[config.mk]
export PLATFORM = sky130hd
export DESIGN_NAME = window_arq_sender_controller_core
export DESIGN_NICKNAME = d
export VERILOG_FILES = /design/src/rtl/wasc_pkg.sv /design/src/rtl/wasc_front.sv /design/src/rtl/wasc_jobq.sv /design/src/rtl/wasc_back.sv /design/src/rtl/window_arq_sender_controller_core.sv
export SDC_FILE = /design/constraint.sdc
export NUM_CORES = 2
export LEC_CHECK = 0
export BUFFER_PORTS_ARGS = -buffer_cell sky130_fd_sc_hd__buf_2
export CORE_ASPECT_RATIO = 0.75
export CORE_MARGIN = 5
export CORE_UTILIZATION = 65
export DETAILED_ROUTE_END_ITERATION = 10
export GPL_TIMING_DRIVEN = 0
export PLACE_DENSITY = 0.87
export SLEW_MARGIN = 20
export SYNTH_ARGS = -nofsm -noshare
export SYNTH_HDL_FRONTEND = slang
export SYNTH_SLANG_ARGS = --single-unit
[constraint.sdc]
create_clock -name clk -period 24.6 [get_ports clk]
set_input_delay 1.23 -clock clk [delete_from_list [all_inputs] [get_ports clk]]
set_output_delay 1.23 -clock clk [all_outputs]
set_load 0.02 [all_outputs]
[src/rtl/wasc_pkg.sv]
`timescale 1ns / 1ps
package wasc_pkg;

	localparam int MAX_WINDOW = 32;
	localparam int MAP_W      = 32;
	localparam int WIN_CAP    = (MAX_WINDOW < MAP_W) ? MAX_WINDOW : MAP_W;

	localparam logic [1:0] CMD_TICK   = 2'd0;
	localparam logic [1:0] CMD_ACK    = 2'd1;
	localparam logic [1:0] CMD_START  = 2'd2;
	localparam logic [1:0] CMD_UNUSED = 2'd3;

	localparam logic [1:0] K_SEND = 2'd0;
	localparam logic [1:0] K_RETX = 2'd1;
	localparam logic [1:0] K_EOT  = 2'd2;

	localparam logic [2:0] REG_PACKET_COUNT = 3'd0;
	localparam logic [2:0] REG_INIT_WINDOW  = 3'd1;
	localparam logic [2:0] REG_ALPHA        = 3'd2;
	localparam logic [2:0] REG_BETA         = 3'd3;
	localparam logic [2:0] REG_MAX_TIMEOUT  = 3'd4;
	localparam logic [2:0] REG_INIT_EST     = 3'd5;
	localparam logic [2:0] REG_INIT_DEV     = 3'd6;

	typedef enum logic [1:0] {PH_IDLE, PH_WAIT, PH_DONE} phase_t;

	typedef enum logic [2:0] {
		FS_IDLE, FS_EST_A, FS_EST_B, FS_DEV_A, FS_DEV_B, FS_RTO, FS_SEND
	} fstate_t;

	typedef struct packed {
		logic [1:0]       kind;
		logic [15:0]      base;
		logic [MAP_W-1:0] map;
		logic [5:0]       window;
		logic [15:0]      timeout;
	} job_t;

	typedef struct packed {
		logic full;
		logic empty;
	} jq_status_t;

endpackage

[src/rtl/wasc_front.sv]
`timescale 1ns / 1ps
module wasc_front (
	input  logic                clk,
	input  logic                arst_n,
	input  logic                push,
	output logic                full,
	input  logic [1:0]          command,
	input  logic [15:0]         ack_num,
	input  logic                cfg_valid,
	output logic                cfg_ready,
	input  logic [2:0]          cfg_index,
	input  logic [15:0]         cfg_data,
	input  wasc_pkg::jq_status_t jq_status,
	output logic                job_push,
	output wasc_pkg::job_t      job
);
	import wasc_pkg::*;

	logic [15:0] packet_count_q, max_timeout_q, init_est_q;
	logic [5:0]  init_window_q;
	logic [8:0]  alpha_q, beta_q;
	logic [13:0] init_dev_q;

	fstate_t     state_q, state_d;
	phase_t      phase_q;
	logic [15:0] next_seq_q, base_q, est_q, dev_q, timeout_q, elapsed_q, sample_q;
	logic [MAP_W-1:0] map_q;
	logic [5:0]  window_q;
	logic        send_pend_q;
	logic [24:0] prod_q;

	logic        accept;
	logic [8:0]  a_c, b_c;
	logic [24:0] mul_a, mul_b, sum_c;
	logic [15:0] est_new, diff, elapsed_inc, off, sent;
	logic [16:0] remain;
	logic [18:0] rto_sum;
	logic [5:0]  n_send, win_init, win_half;
	logic [MAP_W-1:0] send_map, ack_map;
	logic        match, timeout_hit;

	assign cfg_ready = 1'b1;
	assign accept    = push && !full;

	assign a_c = (alpha_q > 9'd256) ? 9'd256 : alpha_q;
	assign b_c = (beta_q > 9'd256) ? 9'd256 : beta_q;

	always_comb begin
		mul_a = 25'(9'd256 - a_c) * 25'(est_q);
		mul_b = 25'(a_c) * 25'(sample_q);
		if (state_q == FS_DEV_A || state_q == FS_DEV_B) begin
			mul_a = 25'(9'd256 - b_c) * 25'(dev_q);
			mul_b = 25'(b_c) * 25'(diff);
		end
	end
	assign sum_c   = prod_q + mul_b;
	assign est_new = sum_c[23:8];
	assign diff    = (sample_q > est_q) ? sample_q - est_q : est_q - sample_q;
	assign rto_sum = 19'(est_q) + {1'b0, dev_q, 2'b00};

	assign elapsed_inc = (elapsed_q != 16'hFFFF) ? elapsed_q + 16'd1 : elapsed_q;
	assign timeout_hit = (elapsed_inc >= timeout_q) && (map_q != '0);
	assign off   = ack_num - base_q;
	assign match = (off < 16'(MAP_W)) && map_q[off[4:0]];
	always_comb begin
		ack_map = map_q;
		ack_map[off[4:0]] = 1'b0;
	end

	assign sent   = next_seq_q - 16'd1;
	assign remain = (packet_count_q > sent) ? 17'(packet_count_q - sent) : 17'd0;
	assign n_send = (remain < 17'(window_q)) ? remain[5:0] : window_q;
	always_comb begin
		for (int i = 0; i < MAP_W; i++)
			send_map[i] = (i < int'(n_send));
	end

	assign win_init = (init_window_q == 6'd0) ? 6'd1 :
		(init_window_q > 6'(WIN_CAP)) ? 6'(WIN_CAP) : init_window_q;
	assign win_half = (window_q[5:1] == 5'd0) ? 6'd1 : {1'b0, window_q[5:1]};

	always_comb begin
		state_d  = state_q;
		full     = 1'b1;
		job_push = 1'b0;
		job.kind    = K_RETX;
		job.base    = base_q;
		job.map     = map_q;
		job.window  = window_q;
		job.timeout = timeout_q;
		case (state_q)
			FS_IDLE: begin
				full = jq_status.full;
				if (accept) begin
					case (command)
						CMD_START: state_d = FS_RTO;
						CMD_ACK:   if (phase_q == PH_WAIT) state_d = FS_EST_A;
						CMD_TICK: begin
							if (phase_q == PH_WAIT && timeout_hit) begin
								job_push = 1'b1;
								state_d  = FS_EST_A;
							end
						end
						default: state_d = FS_IDLE;
					endcase
				end
			end
			FS_EST_A: state_d = FS_EST_B;
			FS_EST_B: state_d = FS_DEV_A;
			FS_DEV_A: state_d = FS_DEV_B;
			FS_DEV_B: state_d = FS_RTO;
			FS_RTO:   state_d = send_pend_q ? FS_SEND : FS_IDLE;
			FS_SEND: begin
				job_push = 1'b1;
				if (remain == 17'd0) begin
					job.kind = K_EOT;
					job.base = '0;
					job.map  = MAP_W'(1);
				end else begin
					job.kind = K_SEND;
					job.base = next_seq_q;
					job.map  = send_map;
				end
				state_d = FS_IDLE;
			end
			default: state_d = FS_IDLE;
		endcase
	end

	always_ff @(posedge clk or negedge arst_n) begin
		if (!arst_n) state_q <= FS_IDLE;
		else state_q <= state_d;
	end

	always_ff @(posedge clk or negedge arst_n) begin
		if (!arst_n) begin
			packet_count_q <= 16'd0;
			init_window_q  <= 6'd4;
			alpha_q        <= 9'd32;
			beta_q         <= 9'd64;
			max_timeout_q  <= 16'd3000;
			init_est_q     <= 16'd500;
			init_dev_q     <= 14'd100;
			phase_q        <= PH_IDLE;
			next_seq_q     <= 16'd1;
			base_q         <= 16'd0;
			map_q          <= '0;
			window_q       <= 6'd4;
			est_q          <= 16'd500;
			dev_q          <= 16'd100;
			timeout_q      <= 16'd900;
			elapsed_q      <= 16'd0;
			sample_q       <= 16'd0;
			send_pend_q    <= 1'b0;
			prod_q         <= '0;
		end else begin
			if (cfg_valid) begin
				case (cfg_index)
					REG_PACKET_COUNT: packet_count_q <= cfg_data;
					REG_INIT_WINDOW:  init_window_q  <= cfg_data[5:0];
					REG_ALPHA:        alpha_q        <= cfg_data[8:0];
					REG_BETA:         beta_q         <= cfg_data[8:0];
					REG_MAX_TIMEOUT:  max_timeout_q  <= cfg_data;
					REG_INIT_EST:     init_est_q     <= cfg_data;
					REG_INIT_DEV:     init_dev_q     <= cfg_data[13:0];
					default: ;
				endcase
			end
			case (state_q)
				FS_IDLE: begin
					if (accept) begin
						case (command)
							CMD_START: begin
								window_q    <= win_init;
								est_q       <= init_est_q;
								dev_q       <= {2'b00, init_dev_q};
								next_seq_q  <= 16'd1;
								base_q      <= 16'd0;
								map_q       <= '0;
								elapsed_q   <= 16'd0;
								send_pend_q <= 1'b1;
							end
							CMD_ACK: begin
								if (phase_q == PH_WAIT) begin
									sample_q    <= elapsed_q;
									send_pend_q <= 1'b0;
									if (match) begin
										map_q <= ack_map;
										if (window_q < 6'(WIN_CAP))
											window_q <= window_q + 6'd1;
										send_pend_q <= (ack_map == '0);
									end
								end
							end
							CMD_TICK: begin
								if (phase_q == PH_WAIT) begin
									elapsed_q <= elapsed_inc;
									if (timeout_hit) begin
										sample_q    <= elapsed_inc;
										elapsed_q   <= 16'd0;
										window_q    <= win_half;
										send_pend_q <= 1'b0;
									end
								end
							end
							default: ;
						endcase
					end
				end
				FS_EST_A: prod_q <= mul_a;
				FS_EST_B: est_q  <= est_new;
				FS_DEV_A: prod_q <= mul_a;
				FS_DEV_B: dev_q  <= est_new;
				FS_RTO: timeout_q <= (rto_sum < 19'(max_timeout_q)) ? rto_sum[15:0] : max_timeout_q;
				FS_SEND: begin
					if (remain == 17'd0) begin
						map_q   <= '0;
						phase_q <= PH_DONE;
					end else begin
						base_q     <= next_seq_q;
						map_q      <= send_map;
						next_seq_q <= next_seq_q + 16'(n_send);
						elapsed_q  <= 16'd0;
						phase_q    <= PH_WAIT;
					end
				end
				default: ;
			endcase
		end
	end

endmodule

[src/rtl/wasc_jobq.sv]
`timescale 1ns / 1ps
module wasc_jobq (
	input  logic                 clk,
	input  logic                 arst_n,
	input  logic                 wr,
	input  wasc_pkg::job_t       wr_job,
	input  logic                 rd,
	output wasc_pkg::job_t       rd_job,
	output wasc_pkg::jq_status_t status
);
	import wasc_pkg::*;

	job_t       mem_q [2];
	logic       wp_q, rp_q;
	logic [1:0] cnt_q;

	assign status.full  = (cnt_q == 2'd2);
	assign status.empty = (cnt_q == 2'd0);
	assign rd_job = mem_q[rp_q];

	always_ff @(posedge clk) begin
		if (wr) mem_q[wp_q] <= wr_job;
	end

	always_ff @(posedge clk or negedge arst_n) begin
		if (!arst_n) begin
			wp_q  <= 1'b0;
			rp_q  <= 1'b0;
			cnt_q <= 2'd0;
		end else begin
			if (wr) wp_q <= ~wp_q;
			if (rd) rp_q <= ~rp_q;
			cnt_q <= cnt_q + 2'(wr) - 2'(rd);
		end
	end

endmodule

[src/rtl/wasc_back.sv]
`timescale 1ns / 1ps
module wasc_back (
	input  logic                 clk,
	input  logic                 arst_n,
	input  wasc_pkg::jq_status_t jq_status,
	input  wasc_pkg::job_t       jq_job,
	output logic                 jq_rd,
	output logic                 empty,
	input  logic                 pop,
	output logic [1:0]           kind,
	output logic [15:0]          seq_num,
	output logic [5:0]           window_now,
	output logic [15:0]          timeout_now,
	output logic                 last
);
	import wasc_pkg::*;

	logic             busy_q, ovalid_q;
	job_t             job_q;
	logic [MAP_W-1:0] rem_q;
	logic [4:0]       off_q;
	logic             adv, is_last;

	assign empty   = !ovalid_q;
	assign adv     = busy_q && (!ovalid_q || pop);
	assign is_last = (rem_q[MAP_W-1:1] == '0);
	assign jq_rd   = !busy_q && !jq_status.empty;

	always_ff @(posedge clk or negedge arst_n) begin
		if (!arst_n) begin
			busy_q      <= 1'b0;
			ovalid_q    <= 1'b0;
			job_q       <= '0;
			rem_q       <= '0;
			off_q       <= '0;
			kind        <= K_SEND;
			seq_num     <= 16'd0;
			window_now  <= 6'd0;
			timeout_now <= 16'd0;
			last        <= 1'b0;
		end else begin
			if (pop && ovalid_q) ovalid_q <= 1'b0;
			if (jq_rd) begin
				busy_q <= 1'b1;
				job_q  <= jq_job;
				rem_q  <= jq_job.map;
				off_q  <= '0;
			end else if (adv) begin
				rem_q <= rem_q >> 1;
				off_q <= off_q + 5'd1;
				if (rem_q[0]) begin
					ovalid_q    <= 1'b1;
					kind        <= job_q.kind;
					seq_num     <= job_q.base + 16'(off_q);
					window_now  <= job_q.window;
					timeout_now <= job_q.timeout;
					last        <= is_last;
				end
				if (is_last) busy_q <= 1'b0;
			end
		end
	end

endmodule

[src/rtl/window_arq_sender_controller_core.sv]
`timescale 1ns / 1ps
// channel   direction  handshake            payload
// input     in         push / full          command, ack_num
// result    out        empty / pop          kind, seq_num, window_now, timeout_now, last
// config    in         cfg_valid/cfg_ready  cfg_index, cfg_data
// a plain tick is taken in idle; an ack in the wait phase or a timeout tick runs four
// steps of the shared rtt multiplier and the timeout clamp, plus the send state when a
// window goes out; a start runs the clamp and the send state; full stays high while busy
// the back scans one map bit per cycle and fills the output when it is free or popped
// reset clears all control state and loads the register defaults; no clearing pass
// input and output stall independently through a two-entry job queue
module window_arq_sender_controller_core (
	input  logic        clk,
	input  logic        arst_n,
	input  logic        push,
	output logic        full,
	input  logic [1:0]  command,
	input  logic [15:0] ack_num,
	output logic        empty,
	input  logic        pop,
	output logic [1:0]  kind,
	output logic [15:0] seq_num,
	output logic [5:0]  window_now,
	output logic [15:0] timeout_now,
	output logic        last,
	input  logic        cfg_valid,
	output logic        cfg_ready,
	input  logic [2:0]  cfg_index,
	input  logic [15:0] cfg_data
);
	import wasc_pkg::*;

	jq_status_t jq_status;
	job_t       wr_job, rd_job;
	logic       job_push, jq_rd;

	wasc_front u_front (
		.clk, .arst_n, .push, .full, .command, .ack_num,
		.cfg_valid, .cfg_ready, .cfg_index, .cfg_data,
		.jq_status, .job_push, .job(wr_job)
	);

	wasc_jobq u_jobq (
		.clk, .arst_n, .wr(job_push), .wr_job, .rd(jq_rd), .rd_job, .status(jq_status)
	);

	wasc_back u_back (
		.clk, .arst_n, .jq_status, .jq_job(rd_job), .jq_rd, .empty, .pop,
		.kind, .seq_num, .window_now, .timeout_now, .last
	);

	a_no_overflow: assert property (@(posedge clk) disable iff (!arst_n)
		job_push |-> !(jq_status.full && !jq_rd))
		else $error("job queue overflow");

	a_eot_form: assert property (@(posedge clk) disable iff (!arst_n)
		(!empty && kind == K_EOT) |-> (seq_num == 16'd0 && last))
		else $error("malformed end of transfer");

	a_no_underflow: assert property (@(posedge clk) disable iff (!arst_n)
		jq_rd |-> !jq_status.empty)
		else $error("job queue underflow");

	a_window_range: assert property (@(posedge clk) disable iff (!arst_n)
		!empty |-> (window_now != 6'd0 && window_now <= 6'(WIN_CAP)))
		else $error("window out of range");

endmodule

# Word level (Yosys, flattened, before mapping)
# Memory sizes are Yosys's and may differ from the RTL's.
# Cells that the tools add are included.
[classes]
add_sub_neg = 16
n_mul = 4
order_cmp = 44
n_eq_ne = 31
mux = 84
bitwise = 5
n_reduce_logical = 50
[op_table]
columns = ["operator", "count"]
rows = [
  ["$mux 16", 20],
  ["$pmux 16 s2", 7],
  ["$mux 32", 6],
  ["$pmux 32 s2", 2],
  ["$mux 50", 2],
  ["$lt 5x6->1 const A", 16],
  ["$mul 25x16->24", 2],
  ["$lt 4x6->1 const A", 8],
  ["$mul 9x16->24", 2],
  ["$mux 24", 2],
  ["$mux 6", 8],
  ["$sub 16x16->16", 3],
  ["$and 32x32->32", 1],
  ["$gt 16x16->1", 2],
  ["$logic_not 32->1", 1],
  ["$not 32->32", 1],
  ["$reduce_bool 32->1", 1],
  ["$logic_not 31->1", 1],
  ["$add 24x24->24", 1],
  ["$lt 3x6->1 const A", 4],
  ["$sub 9x9->10 const A", 2],
  ["$add 16x18->19", 1],
  ["$lt 19x16->1", 1],
  ["$mux 1", 19],
  ["other kinds (59)", 121],
]
[word_totals]
ff_bits = 390
ram_bits = 144
inputBits = 42
out_inout_bits = 44
elab_cells = 271
n_memories = 1
[memory_table]
columns = ["memory", "words", "word_bits", "rd", "rd_ports_with_merged_regs", "write_ports", "line", "text"]
rows = [
  ["u_jobq.mem_q", 2, 72, 1, 0, 1, "wasc_jobq.sv:13", "job_t mem_q [2];"],
]

# Logic depth before layout (Yosys ltp)
[depth]
word_depth = 12
depth_mapped = 46
depth_no_buf = 44

# By module
# From an unflattened synthesis, not the netlist that was laid out.
[unflattened]
hier_cells = 5164
area_unflattened_um2 = 49102.1
[modules_own_cells]
columns = ["module", "instances", "cells_per_inst", "area_each_um2", "seq_area_each_um2"]
rows = [
  ["wasc_front", 1, 4501, 38245.4, 6698.9],
  ["wasc_jobq", 1, 239, 5741.8, 4424.2],
  ["wasc_back", 1, 424, 5114.9, 3002.9],
]

# Worst setup path before layout
# Ideal clock, no wire load.
[synth_timing]
path_type = "reg2reg"
from = "register u_front.sample_q[9]"
to = "register u_front.est_q[15]"
setup_time_ps = 130
arrival_time_ps = 8895
required_time_ps = 24470
slack_ps = 15575
stages_incl_launch_ff = 45
path_buffers = 4
synth_period_minus_slack_ps = 9025
path_cell_list = "dfrtp_1 clkbuf_1 inv_1 ha_1 clkbuf_1 a21oi_1 o21ai_0 a2111oi_0 a21oi_1 clkbuf_1 buf_2 mux2i_1 xnor2_1 nand2_1 fa_1 inv_1 ha_1 ha_1 [9 not listed] a21o_1 a21o_1 a31oi_1 o311a_1 a211oi_1 a21oi_1 xor2_1 a21oi_1 ha_1 a21oi_1 nand2_1 a211oi_1 o31ai_1 a2111oi_0 nand3b_1 xnor2_1 mux2i_1 o21ai_1"
[synth_between]
elab_chain_cells = 6
elab_cells_between_ends = 9
classes_between = "add/sub: 3; mul: 2; order compare: 1; mux: 3"
[synth_rtl]
columns = ["item", "line", "text"]
rows = [
  ["start, declared", "wasc_front.sv:26", "logic [15:0] next_seq_q, base_q, est_q, dev_q, timeout_q, elapsed_q, sample_q;"],
  ["start signal, assigned", "wasc_front.sv:185", "sample_q <= elapsed_q;"],
  ["start signal, assigned", "wasc_front.sv:199", "sample_q <= elapsed_inc;"],
  ["$sub 16x16->16 or $gt 16x16->1 (tied branches)", "wasc_front.sv:58", "assign diff = (sample_q > est_q) ? sample_q - est_q : est_q - sample_q;"],
  ["$mux 16", "wasc_front.sv:58", ""],
  ["$mul 9x16->24", "wasc_front.sv:53", "mul_b = 25'(b_c) * 25'(diff);"],
  ["$mux 24 (*)", "wasc_front.sv:51", "if (state_q == FS_DEV_A || state_q == FS_DEV_B) begin"],
  ["$add 24x24->24 (*)", "wasc_front.sv:56", "assign sum_c = prod_q + mul_b;"],
  ["$pmux 16 s2 (*)", "wasc_front.sv:169", "case (state_q)"],
  ["end signal, assigned", "wasc_front.sv:175", "est_q <= init_est_q;"],
  ["end signal, assigned", "wasc_front.sv:211", "FS_EST_B: est_q <= est_new;"],
  ["end, declared", "wasc_front.sv:26", ""],
]
# Every way passes the cells marked *; elsewhere a longest branch is shown, timed or not.
# A chain may end at the register's enable or synchronous reset.

# Worst setup path after layout
[layout_timing]
from = "register u_front.est_q[11]"
to = "register u_front.dev_q[15]"
[layout_between]
elab_chain_cells = 6
elab_cells_between_ends = 8
classes_between = "add/sub: 3; mul: 1; order compare: 1; mux: 3"
[layout_rtl]
columns = ["item", "line", "text"]
rows = [
  ["$sub 16x16->16 or $gt 16x16->1 (tied branches)", "wasc_front.sv:58", ""],
  ["$mux 16 (*)", "wasc_front.sv:58", ""],
  ["$mul 9x16->24 (*)", "wasc_front.sv:53", ""],
  ["$mux 24 (*)", "wasc_front.sv:51", ""],
  ["$add 24x24->24 (*)", "wasc_front.sv:56", ""],
  ["$pmux 16 s2 (*)", "wasc_front.sv:169", ""],
  ["end signal, assigned", "wasc_front.sv:176", "dev_q <= {2'b00, init_dev_q};"],
  ["end signal, assigned", "wasc_front.sv:213", "FS_DEV_B: dev_q <= est_new;"],
  ["end, declared", "wasc_front.sv:26", ""],
]
# Marks and branches as above.

==> flow_summary.toml <==
[status]
status = "completed"

[setup_path]
r2r_end = "u_front.dev_q[15]$_DFFE_PN0P_"
crit_path_max_incr_delay_ps = 800
r2r_setup_slack_ps = 12110
r2r-start = "u_front.est_q[11]$_DFFE_PN0P_"
cp.arrival_ps = 12960
path_class = "reg2reg"
critPathRequiredTime_ps = 25070
r2r_cells = 42
critPathLaunchType = "flip-flop"
critPathSlowestCell = "xnor2_1"
end_kind = "flip-flop"
worstPathMaxFanout = 10

[logic_synthesis]
synth_commonest_cells = "nand2_1, inv_1, fa_1"
synth.area.top_cells = "fa_1, dfrtp_1, ha_1"
yosys_warnings = 0
syn_avg_cell_area_um2 = 9.29
synth_top_cell_area_share = 0.208
yosysSeqAreaShare = 0.277
synth_area_um2 = 51000
async_flop_share = 0.730
ys_types = 86
ys.flop_type = "dfrtp_1"
synth_edf_count = 144
yosysMostFrequentCell = "nand2_1"
syn_inst = 5486
yosys_register_bits = 534
synth_top_cell_by_area = "fa_1"

[routing]
vias = 42088
totalWireLength_um = 152000
drt_pass1_iterations = 9
drc_errors = 0
wl_per_cell_um = 22.3
detail-route-antenna-nets = 0
vias_per_cell = 6.17
drt_iter0_drc = 5206

[worst_hold_path]
hold_depth = 2
min_from = "u_back.seq_num[13]$_DFFE_PN0P_"
hold_class = "reg2reg"
hold_path_end = "u_back.seq_num[13]$_DFFE_PN0P_"

[placement]
dp_slack_ps = 12850
place.gp.congestion = 1.04
port_buffers = 82
hpwl_um = 120000
placed_area_um2 = 53300

[global_routing]
grt_pass1_vias = 42102
overflow = 0
antenna_found_initial = 13
grt_max_degree = 101
grt.total_usage = 0.362
grt_pass1_wl_um = 238000

[floorplanning]
io_pins = 86
die_area_um2 = 84200
row_count = 89
fp.dieH_um = 253
dieWidth_um = 333
start_util = 0.652
core_um2 = 78200

[clock_tree]
ctsLongestPathBuffers = 3
clk_pin_slew_ps = 70
post_cts_buffers = 0
hold_buffers = 0
root_buffer = "clkbuf_16"
clkLatencyLatePin_ps = 650
post_cts_resize_count = 0
tritoncts.num_buffers = 54
cts_tree = "yes"
cts_htree_levels = 2
cts_sinks = 534

[sta]
relSlewSlack = 0.0828
setup_viol = 0
fin_ws_ps = 12110
drv_slew = 0
fmax_mhz = 80.1
fin_worst_skew_ps = 46.9
period_share = 0.508
grt_setup_unrepaired = "false"
final_hold_viol_count = 0
period_minus_slack_ps = 12490
worst_pin_slew_ps = 1360
fin_hold_ws_ps = 473
finalSetupTns_ps = 0

[layout]
design_area_um2 = 55400
num-nets-final = 6648
drive_above_1_share = 0.0677
n_fill_cell = 5628
synthToLayoutAreaGrowth_pct = 8.63

[flow_run]
max_cap_violations = 0
[sequential cells by signal (all words and copies together) (netlist names), 24 cells and up]
name / flops
u_back.job_q: 40
u_back.rem_q: 32
u_front.map_q: 32
u_front.prod_q: 24
u_jobq.mem_q: 144
[per-stage QoR]
step / utilization / std cells
floorplan: - / 5563
global placement: 0.678 / 6691
detailed placement: 0.682 / 6703
CTS: 0.708 / 6805
global route: 0.708 / 6806
finish: 0.709 / 6820
[layout by cell type (no fill, tap or decap), types with 147 or more instances in the layout]
cell | synthesis | layout
a21oi_1 | 248 | 247
and2_1 | 168 | 168
clkbuf_1 | 202 | 213
dfrtp_1 | 356 | 356
fa_1 | 531 | 531
ha_1 | 361 | 361
inv_1 | 746 | 746
nand2_1 | 780 | 780
nor2_1 | 298 | 297
o21ai_0 | 338 | 326
xnor2_1 | 147 | 147
[critical path, delay by kind of cell, from the launching register on]
family                     cells  cell delay, ps
muxes                          1             160
and+or+nand+nor                5             810
AOI/OAI and AO/OA             17            5220
buffers and inverters          8            1550
DFF                            1             540
adders and majority gates      8            2910
xor gates and xnor gates       3            1070
[per-layer routing]
| metal | track usage | wire, µm |
|---|---|---|
| met5 | 0.0185 | 99 |
| met4 | 0.109 | 5370 |
| met3 | 0.136 | 21800 |
| met2 | 0.517 | 62700 |
| met1 | 0.517 | 61900 |
[logic make-up after synthesis]
group	after synthesis	share of synthesized area
multiplexers	228	0.0496
flip-flops	534	0.277
buffers and inverters	994	0.0745
XOR/XNOR	229	0.0393
AND/OR/NAND/NOR	1640	0.146
other	2	0.000147
AO/OA/AOI/OAI	967	0.116
adder cells (fa/ha/maj)	892	0.297
[layout make-up]
| type | instances | area [µm²] | share of cell area |
|---|---|---|---|
| Tap cell | 1046 | 1310 | 0.0236 |
| Buffer | 247 | 997 | 0.0180 |
| Sequential cell | 534 | 14100 | 0.255 |
| Clock inverter | 29 | 470 | 0.00849 |
| Inverter | 747 | 2800 | 0.0506 |
| Antenna cell | 14 | 35.0 | 0.000633 |
| Timing Repair Buffer | 95 | 716 | 0.0129 |
| Clock buffer | 73 | 1510 | 0.0273 |
| Multi-Input combinational cell | 4035 | 33400 | 0.603 |
[worst max-delay path by stage]
stage                                                 from                             to  slack, ps  depth (start not counted)
final                        u_front.est_q[11]$_DFFE_PN0P_  u_front.dev_q[15]$_DFFE_PN0P_      12110                         42
after global placement    u_front.sample_q[11]$_DFFE_PN0P_  u_front.dev_q[15]$_DFFE_PN0P_      12790                         43
after detailed placement   u_front.sample_q[9]$_DFFE_PN0P_  u_front.dev_q[15]$_DFFE_PN0P_      12850                         43
after CTS                  u_front.sample_q[9]$_DFFE_PN0P_  u_front.dev_q[15]$_DFFE_PN0P_      12740                         43
after global routing       u_front.sample_q[9]$_DFFE_PN0P_  u_front.dev_q[15]$_DFFE_PN0P_      11610                         43
after floorplan            u_front.sample_q[9]$_DFFE_PN0P_  u_front.est_q[15]$_DFFE_PN0P_      15570                         44
Power is left out: the tool's default activity adds up to more than one toggle a clock period on the data nets, which glitch-free logic cannot reach.
